<file path="src/hw/rtl/nrsh_pkg.sv">
// Package for the nearest ray/sphere hit block: widths, command codes,
// product selects and the controller/datapath command and status structs.
// No dependencies.
package nrsh_pkg;

    localparam int MAX_SPHERES = 64;
    localparam int IDX_W       = $clog2(MAX_SPHERES);
    localparam int CNT_W       = $clog2(MAX_SPHERES + 1);

    localparam int CMD_W   = 2;
    localparam int POS_W   = 32;
    localparam int RAD_W   = 31;
    localparam int DIR_W   = 18;
    localparam int DIST_W  = 31;
    localparam int HIDX_W  = 6;

    localparam logic [DIST_W-1:0] MAX_DIST_RESET = 31'd655360000;

    localparam logic [CMD_W-1:0] CMD_CLEAR  = 2'd0;
    localparam logic [CMD_W-1:0] CMD_APPEND = 2'd1;
    localparam logic [CMD_W-1:0] CMD_CAST   = 2'd2;

    // internal arithmetic widths
    localparam int W_W        = POS_W + 1;           // o - c
    localparam int H_W        = 52;                  // u.w
    localparam int D_W        = 104;                 // discriminant, signed
    localparam int MUL_W      = 52;                  // multiplier operands
    localparam int DIG_W      = 13;                  // digit per multiply step
    localparam int MUL_DIGITS = MUL_W / DIG_W;
    localparam int PROD_W     = 2 * MUL_W;
    localparam int ROOT_W     = D_W / 2;
    localparam int SQ_STEPS   = ROOT_W;
    localparam int REM_W      = ROOT_W + 4;
    localparam int T_W        = ROOT_W + 2;
    localparam int DT_W       = T_W - 16;
    localparam int STEP_W     = $clog2(SQ_STEPS);
    localparam int FRAC_SH    = 32;

    localparam int SEL_W = 3;
    localparam logic [SEL_W-1:0] PS_HX = 3'd0;
    localparam logic [SEL_W-1:0] PS_HY = 3'd1;
    localparam logic [SEL_W-1:0] PS_HZ = 3'd2;
    localparam logic [SEL_W-1:0] PS_HH = 3'd3;
    localparam logic [SEL_W-1:0] PS_RR = 3'd4;
    localparam logic [SEL_W-1:0] PS_WX = 3'd5;
    localparam logic [SEL_W-1:0] PS_WY = 3'd6;
    localparam logic [SEL_W-1:0] PS_WZ = 3'd7;

    typedef struct packed {
        logic signed [POS_W-1:0] cx;
        logic signed [POS_W-1:0] cy;
        logic signed [POS_W-1:0] cz;
        logic        [RAD_W-1:0] r;
    } sphere_t;

    typedef struct packed {
        logic             load_in;
        logic             clear;
        logic             append;
        logic             rd;
        logic             wcalc;
        logic             mload;
        logic             mstep;
        logic             macc;
        logic             sqload;
        logic             sqstep;
        logic             eval;
        logic             out_load;
        logic [SEL_W-1:0] sel;
        logic [IDX_W-1:0] idx;
    } dp_cmd_t;

    typedef struct packed {
        logic [CMD_W-1:0] cmd;
        logic [CNT_W-1:0] count;
        logic             dsum_neg;
    } dp_sts_t;

endpackage

</file>
<file path="src/hw/rtl/nrsh_ctrl.sv">
// Controller: state machine sequencing table commands and the per-sphere
// multiply / square-root steps, and the result beat handshake.
// Depends on nrsh_pkg.
module nrsh_ctrl (
    input  logic              aclk,
    input  logic              aresetn,
    input  logic              s_valid,
    output logic              s_ready,
    output logic              m_valid,
    input  logic              m_ready,
    output nrsh_pkg::dp_cmd_t dp_cmd,
    input  nrsh_pkg::dp_sts_t dp_sts
);
    import nrsh_pkg::*;

    localparam logic [3:0] ST_IDLE  = 4'd0;
    localparam logic [3:0] ST_DISP  = 4'd1;
    localparam logic [3:0] ST_RD    = 4'd2;
    localparam logic [3:0] ST_WCALC = 4'd3;
    localparam logic [3:0] ST_MLOAD = 4'd4;
    localparam logic [3:0] ST_MSTEP = 4'd5;
    localparam logic [3:0] ST_MACC  = 4'd6;
    localparam logic [3:0] ST_CHECK = 4'd7;
    localparam logic [3:0] ST_SQRT  = 4'd8;
    localparam logic [3:0] ST_EVAL  = 4'd9;
    localparam logic [3:0] ST_NEXT  = 4'd10;
    localparam logic [3:0] ST_DONE  = 4'd11;

    logic [3:0]       state_reg, state_next;
    logic [IDX_W-1:0] idx_reg, idx_next;
    logic [SEL_W-1:0] sel_reg, sel_next;
    logic [STEP_W-1:0] step_reg, step_next;
    logic             m_valid_reg, m_valid_next;

    always_ff @(posedge aclk) begin
        if (!aresetn) begin
            state_reg   <= ST_IDLE;
            idx_reg     <= '0;
            sel_reg     <= '0;
            step_reg    <= '0;
            m_valid_reg <= 1'b0;
        end else begin
            state_reg   <= state_next;
            idx_reg     <= idx_next;
            sel_reg     <= sel_next;
            step_reg    <= step_next;
            m_valid_reg <= m_valid_next;
        end
    end

    always_comb begin
        state_next   = state_reg;
        idx_next     = idx_reg;
        sel_next     = sel_reg;
        step_next    = step_reg;
        m_valid_next = m_valid_reg && !m_ready;
        dp_cmd       = '0;
        dp_cmd.sel   = sel_reg;
        dp_cmd.idx   = idx_reg;
        s_ready      = 1'b0;
        case (state_reg)
            ST_IDLE: begin
                s_ready = 1'b1;
                if (s_valid) begin
                    dp_cmd.load_in = 1'b1;
                    state_next     = ST_DISP;
                end
            end
            ST_DISP: begin
                case (dp_sts.cmd)
                    CMD_CLEAR: begin
                        dp_cmd.clear = 1'b1;
                        state_next   = ST_DONE;
                    end
                    CMD_APPEND: begin
                        dp_cmd.append = 1'b1;
                        state_next    = ST_DONE;
                    end
                    CMD_CAST: begin
                        idx_next   = '0;
                        state_next = (dp_sts.count == '0) ? ST_DONE : ST_RD;
                    end
                    default: begin
                        state_next = ST_DONE;
                    end
                endcase
            end
            ST_RD: begin
                dp_cmd.rd  = 1'b1;
                state_next = ST_WCALC;
            end
            ST_WCALC: begin
                dp_cmd.wcalc = 1'b1;
                sel_next     = PS_HX;
                state_next   = ST_MLOAD;
            end
            ST_MLOAD: begin
                dp_cmd.mload = 1'b1;
                step_next    = '0;
                state_next   = ST_MSTEP;
            end
            ST_MSTEP: begin
                dp_cmd.mstep = 1'b1;
                step_next    = step_reg + 1'b1;
                if (step_reg == STEP_W'(MUL_DIGITS - 1)) begin
                    state_next = ST_MACC;
                end
            end
            ST_MACC: begin
                dp_cmd.macc = 1'b1;
                if (sel_reg == PS_WZ) begin
                    state_next = ST_CHECK;
                end else begin
                    sel_next   = sel_reg + 1'b1;
                    state_next = ST_MLOAD;
                end
            end
            ST_CHECK: begin
                if (dp_sts.dsum_neg) begin
                    state_next = ST_NEXT;
                end else begin
                    dp_cmd.sqload = 1'b1;
                    step_next     = '0;
                    state_next    = ST_SQRT;
                end
            end
            ST_SQRT: begin
                dp_cmd.sqstep = 1'b1;
                step_next     = step_reg + 1'b1;
                if (step_reg == STEP_W'(SQ_STEPS - 1)) begin
                    state_next = ST_EVAL;
                end
            end
            ST_EVAL: begin
                dp_cmd.eval = 1'b1;
                state_next  = ST_NEXT;
            end
            ST_NEXT: begin
                if (CNT_W'(idx_reg) + 1'b1 == dp_sts.count) begin
                    state_next = ST_DONE;
                end else begin
                    idx_next   = idx_reg + 1'b1;
                    state_next = ST_RD;
                end
            end
            ST_DONE: begin
                if (!m_valid_reg || m_ready) begin
                    dp_cmd.out_load = 1'b1;
                    m_valid_next    = 1'b1;
                    state_next      = ST_IDLE;
                end
            end
            default: begin
                state_next = ST_IDLE;
            end
        endcase
    end

    assign m_valid = m_valid_reg;

endmodule

</file>
<file path="config.mk">
export PLATFORM = sky130hd
export DESIGN_NAME = nrsh_ctrl
export DESIGN_NICKNAME = d
export VERILOG_FILES = /design/src/hw/rtl/nrsh_pkg.sv /design/src/hw/rtl/nrsh_ctrl.sv
export SDC_FILE = /design/constraint.sdc
export NUM_CORES = 1
export LEC_CHECK = 0
export ABC_AREA = 1
export BUFFER_PORTS_ARGS = -buffer_cell sky130_fd_sc_hd__buf_2
export CAP_MARGIN = 20
export CORE_UTILIZATION = 57
export DETAILED_ROUTE_END_ITERATION = 8
export GPL_TIMING_DRIVEN = 0
export PLACE_DENSITY = 0.85
export SLEW_MARGIN = 20
export SYNTH_ARGS = -nofsm -noshare
export SYNTH_HDL_FRONTEND = slang
export SYNTH_SLANG_ARGS = --single-unit
export TNS_END_PERCENT = 20
</file>
<file path="constraint.sdc">
create_clock -name aclk -period 3.7 [get_ports aclk]
set_clock_uncertainty 0.15 [all_clocks]
set_input_delay 0.37 -clock aclk [delete_from_list [all_inputs] [get_ports aclk]]
set_output_delay 0.37 -clock aclk [all_outputs]
set_load 0.01 [all_outputs]
</file>
# Word-level counts from Yosys, hierarchy flattened

Index checks and enable logic that the tools add are counted.

Bits in latches: 0
Bits in read-only memories: 0
Memory bits (writable): 0
Memories: 0
Input bits: 14
Word-level logic and storage cells: 85
Output and inout bits: 23
Bits in registers: 20

Multipliers: 0
Divide/modulo/power cells: 0
Shift-type cells: 0
$lt $le $gt $ge: 0
Mux-type cells: 36
Equality and inequality tests: 25
Add/sub/neg operators: 4
Reductions and logical operators: 15
Bitwise logic cells: 0

Operators with widths:

| cell                                                             | count |
|---|---|
| 4-bit case mux with 12 select lines                              | 1 |
| 4-bit two-way mux                                                | 7 |
| 1-bit two-way mux                                                | 18 |
| 6-bit two-way mux                                                | 3 |
| 6-bit case mux with 3 select lines                               | 1 |
| 4-bit by 3-bit == test with 1-bit output (second input constant) | 4 |
| 4-bit == test (second input constant)                            | 4 |
| 2-bit != test (second input constant)                            | 7 |
| 6-bit by 1-bit adder with 6-bit output (second input constant)   | 2 |
| 6-bit case mux with 2 select lines                               | 1 |
| 4-bit by 2-bit == test with 1-bit output (second input constant) | 2 |
| 6-bit by 1-bit adder with 7-bit output (second input constant)   | 1 |
| 7-bit == test                                                    | 1 |
| 7-bit zero test                                                  | 1 |
| 6-bit by 2-bit == test with 1-bit output (second input constant) | 1 |
| 6-bit == test (second input constant)                            | 1 |
| 2-bit two-way mux                                                | 3 |
| 3-bit case mux with 2 select lines                               | 1 |
| 4-bit by 1-bit == test with 1-bit output (second input constant) | 1 |
| 4-bit zero test                                                  | 1 |
| 2-bit AND reduction                                              | 2 |
| 4-bit AND reduction                                              | 1 |
| 2-bit nonzero test                                               | 2 |
| 3-bit by 1-bit adder with 3-bit output (second input constant)   | 1 |
| other kinds (12)                                                 | 13 |

# Longest topological paths before layout

Depth after elaboration: 4
Mapped depth: 14

# Least setup slack after synthesis

No wires, ideal clock.

Path type: reg-to-reg
From: register idx_reg[0]
To: register idx_reg[0]
Setup time: 0.113 ns
Stages on the path, launching flop included: 14
Data required time: 3.437 ns
Arrival: 1.569 ns
Clock period less this slack: 1.832 ns
Path slack: 1.868 ns
Cell sequence: dfxtp_1 > ha_1 > nand2_1 > inv_1 > nand2_1 > nand2_1 > inv_1 > nand2_1 > nand2_1 > nor2_2 > a21oi_2 > buf_6 > nor2_1 > nor2_1

Longest elaborated chain between the ends: 4

RTL lines:

| item                                   | RTL line         | source |
|---|---|---|
| start, declared                        | nrsh_ctrl.sv:30  | `logic [IDX_W-1:0] idx_reg, idx_next;` |
| start signal, assigned                 | nrsh_ctrl.sv:44  | `idx_reg <= idx_next;` |
| 6-bit by 1-bit adder with 7-bit output | nrsh_ctrl.sv:139 | `if (CNT_W'(idx_reg) + 1'b1 == dp_sts.count) begin` |
| 7-bit == test                          | nrsh_ctrl.sv:139 |  |
| 2-bit != test (no source line)         | n/a              |  |
| 3-bit AND reduction (no source line)   | n/a              |  |

Parallel ways exist; a longest one is shown, timed or not. The select of a mux whose other input is x is not followed.
A chain may end at the register's enable or synchronous reset.

==> results.toml <==
[cts]
numCtsBuffers = 3
cts_setup_buffers = 0
clockBufferDepth = 2
cts_tree = "built"
path_clk_slew_ns = 0.12
hold_buffers = 0
clock_latency_ns = 0.30
ctsResizeCount = 0
cts_htree_levels = 1
clock_sinks = 20
cts_root_buf = "clkbuf_4"

[grt]
antenna_found_initial = 0
grt_pass1_vias = 1283
overflow = 0
grt_pass1_wl_um = 5400
grt_max_degree = 12
gr-usage-all-layers = 0.258

[sta]
slew_violations = 0
min_period_over_period = 0.581
hold_viol = 0
min_period_ns = 2.15
setup_tns_ns = 0
timing.fmax_mhz = 465
slew_headroom = 0.718
worstMarginPinSlew_ns = 0.423
fin_ws_ns = 1.55
setup_viol = 0
rsz0062_at_grt = "false"

[worst_setup_path]
worstPathArrival_ns = 1.63
cp_max_fo = 5
required_ns = 3.18
end_kind = "output port"
reg2reg_from = "idx_reg[0]$_SDFFE_PN0P_"
cpMaxStageDelayCell = "dfxtp_1"
reg2reg_to = "idx_reg[1]$_SDFFE_PN0P_"
path_class = "register to output port"
critPathMaxStageDelay_ns = 0.38
r2r.worst_path.cells = 14
path_cells = "nor2_1, inv_1, nor2_1, inv_1, nor3_1, buf_2"
setup.worst_path.start_class = "register"
r2r_slack_ns = 1.69

[synth]
synth.distinct_cells = 29
synth_seq_cells = 20
ys_warn_count = 0
postSynthAreaPerCell_um2 = 6.01
synth_edf_count = 0
syn_inst = 246
synth_area_um2 = 1480
synth_nets = 264
yosysSeqAreaShare = 0.271
synth-async-reset-ratio = 0
ys.flop_type = "dfxtp_1"

[die]
rows = 18
die_w_um = 52.9
ios = 37
die_h_um = 52.9
start_util = 0.602
core_um2 = 2450
dieArea_um2 = 2800

[final_layout]
area_growth_pct = 17.2
drive_above_1_share = 0.217
layout_commonest_cell = "nand2_1"
fin_nets = 305
diodes = 0
post-route-util = 0.706
layout_common_cells = "nand2_1, inv_1, nor2_1, buf_2, nand3_1"

[hold_path]
min_to = "step_reg[3]$_SDFFE_PN0P_"
min_from = "aresetn"
min_path_type = "primary input to register"
whs_path_depth = 3

[power]
switching_power_mw = 0.534
p_comb_frac = 0.566
swShare = 0.485
p_clk_frac = 0.117
irDropWorstVdd_v = 0.000510
finalPower_mw = 1.10
leakage_nw = 0.888
powerDensity_nw_per_um2 = 635
p_int_mw = 0.567
p_seq_frac = 0.317

[drt]
ant_nets = 0
wl_um = 3330
first_pass_iters = 4
vias = 1628
viasPerCell = 5.15
wl_per_cell_um = 10.5
drcViolationCount = 0
drt_iter0_markers = 56

[run]
cap_violations = 0

[place]
place_ws_ns = 1.73
place_congestion = 0.828
numPortBuffers = 36
hpwl_um = 2610

[run_status]
status = "finished clean"
[cell usage after synthesis (2+ instances only)]
master,count,area share
inv_1,38,0.096
ha_1,4,0.034
nand4_1,5,0.021
o21ai_0,12,0.041
nand2_1,59,0.15
dfxtp_1,20,0.27
o21ai_1,2,0.0068
nand3_1,21,0.071
nor2_1,37,0.094
nor2_2,2,0.0085
nor3b_1,2,0.010
inv_2,3,0.0076
xnor2_1,2,0.012
a21oi_1,12,0.041
nor3_1,6,0.020
nand2_2,7,0.030
a21oi_2,2,0.012
[cell type report]
cell class	instances	area, um^2
multi-input combinational	180	883
fill	227	722
sequential	20	400
timing repair buffer	36	180
inverter	43	163
tap	30	37.5
clock buffer	4	36.3
buffer	3	32.5
[cell families (layout without fill, tap and decap cells)]
kind of cell	count (synthesis)	in the layout	synth area share
compound gates	32	32	0.129
xor+xnor	3	3	0.0178
fa+ha+maj	4	4	0.0338
buf+inv	46	86	0.132
flops	20	20	0.271
simple gates	141	141	0.416
[power groups by stage]
stage | registers, mW | clock network [mW] | logic (mW)
finish | 0.349 | 0.129 | 0.623
global placement | 0.350 | 0 | 0.607
detailed placement | 0.352 | 0 | 0.617
CTS | 0.347 | 0.131 | 0.621
global route | 0.361 | 0.141 | 0.709
floorplan | 0.355 | 0 | 0.448
[worst max path at each step]
stage	startpoint	end	slack, ns	cells past startpoint
after floorplan	idx_reg[0]$_SDFFE_PN0P_	idx_reg[0]$_SDFFE_PN0P_	1.87	13
after global placement	idx_reg[0]$_SDFFE_PN0P_	idx_reg[0]$_SDFFE_PN0P_	1.77	11
after detailed placement	idx_reg[0]$_SDFFE_PN0P_	idx_reg[1]$_SDFFE_PN0P_	1.73	14
after CTS	state_reg[3]$_SDFFE_PN0P_	dp_cmd[19]	1.59	6
after global routing	state_reg[3]$_SDFFE_PN0P_	dp_cmd[19]	1.41	6
final	state_reg[3]$_SDFFE_PN0P_	dp_cmd[19]	1.55	6
[layer usage]
metal / track usage / share of wire / vias to the layer above
met1: 0.354 / 0.48 / 703
met3: 0.0402 / 0.058 / 6
met5: 0 / 0 / -
met2: 0.411 / 0.45 / 55
met4: 0.0746 / 0.013 / 0
li1: - / - / 864
[stage by stage]
stage	std cells	instance area (um^2)	hold slack (ns)
detailed placement	312	1700	0.337
global placement	312	1700	0.324
floorplan	246	1480	0.307
global route	316	1730	0.172
CTS	316	1730	0.174
finish	316	1730	0.171
[critical path, delay by kind of cell, from the launching register on]
family	cells	cell delay (ns)
buffers and inverters	3	0.35
DFF	1	0.38
and+or+nand+nor	3	0.61
No activity file was read; power rests on OpenSTA's default activity.
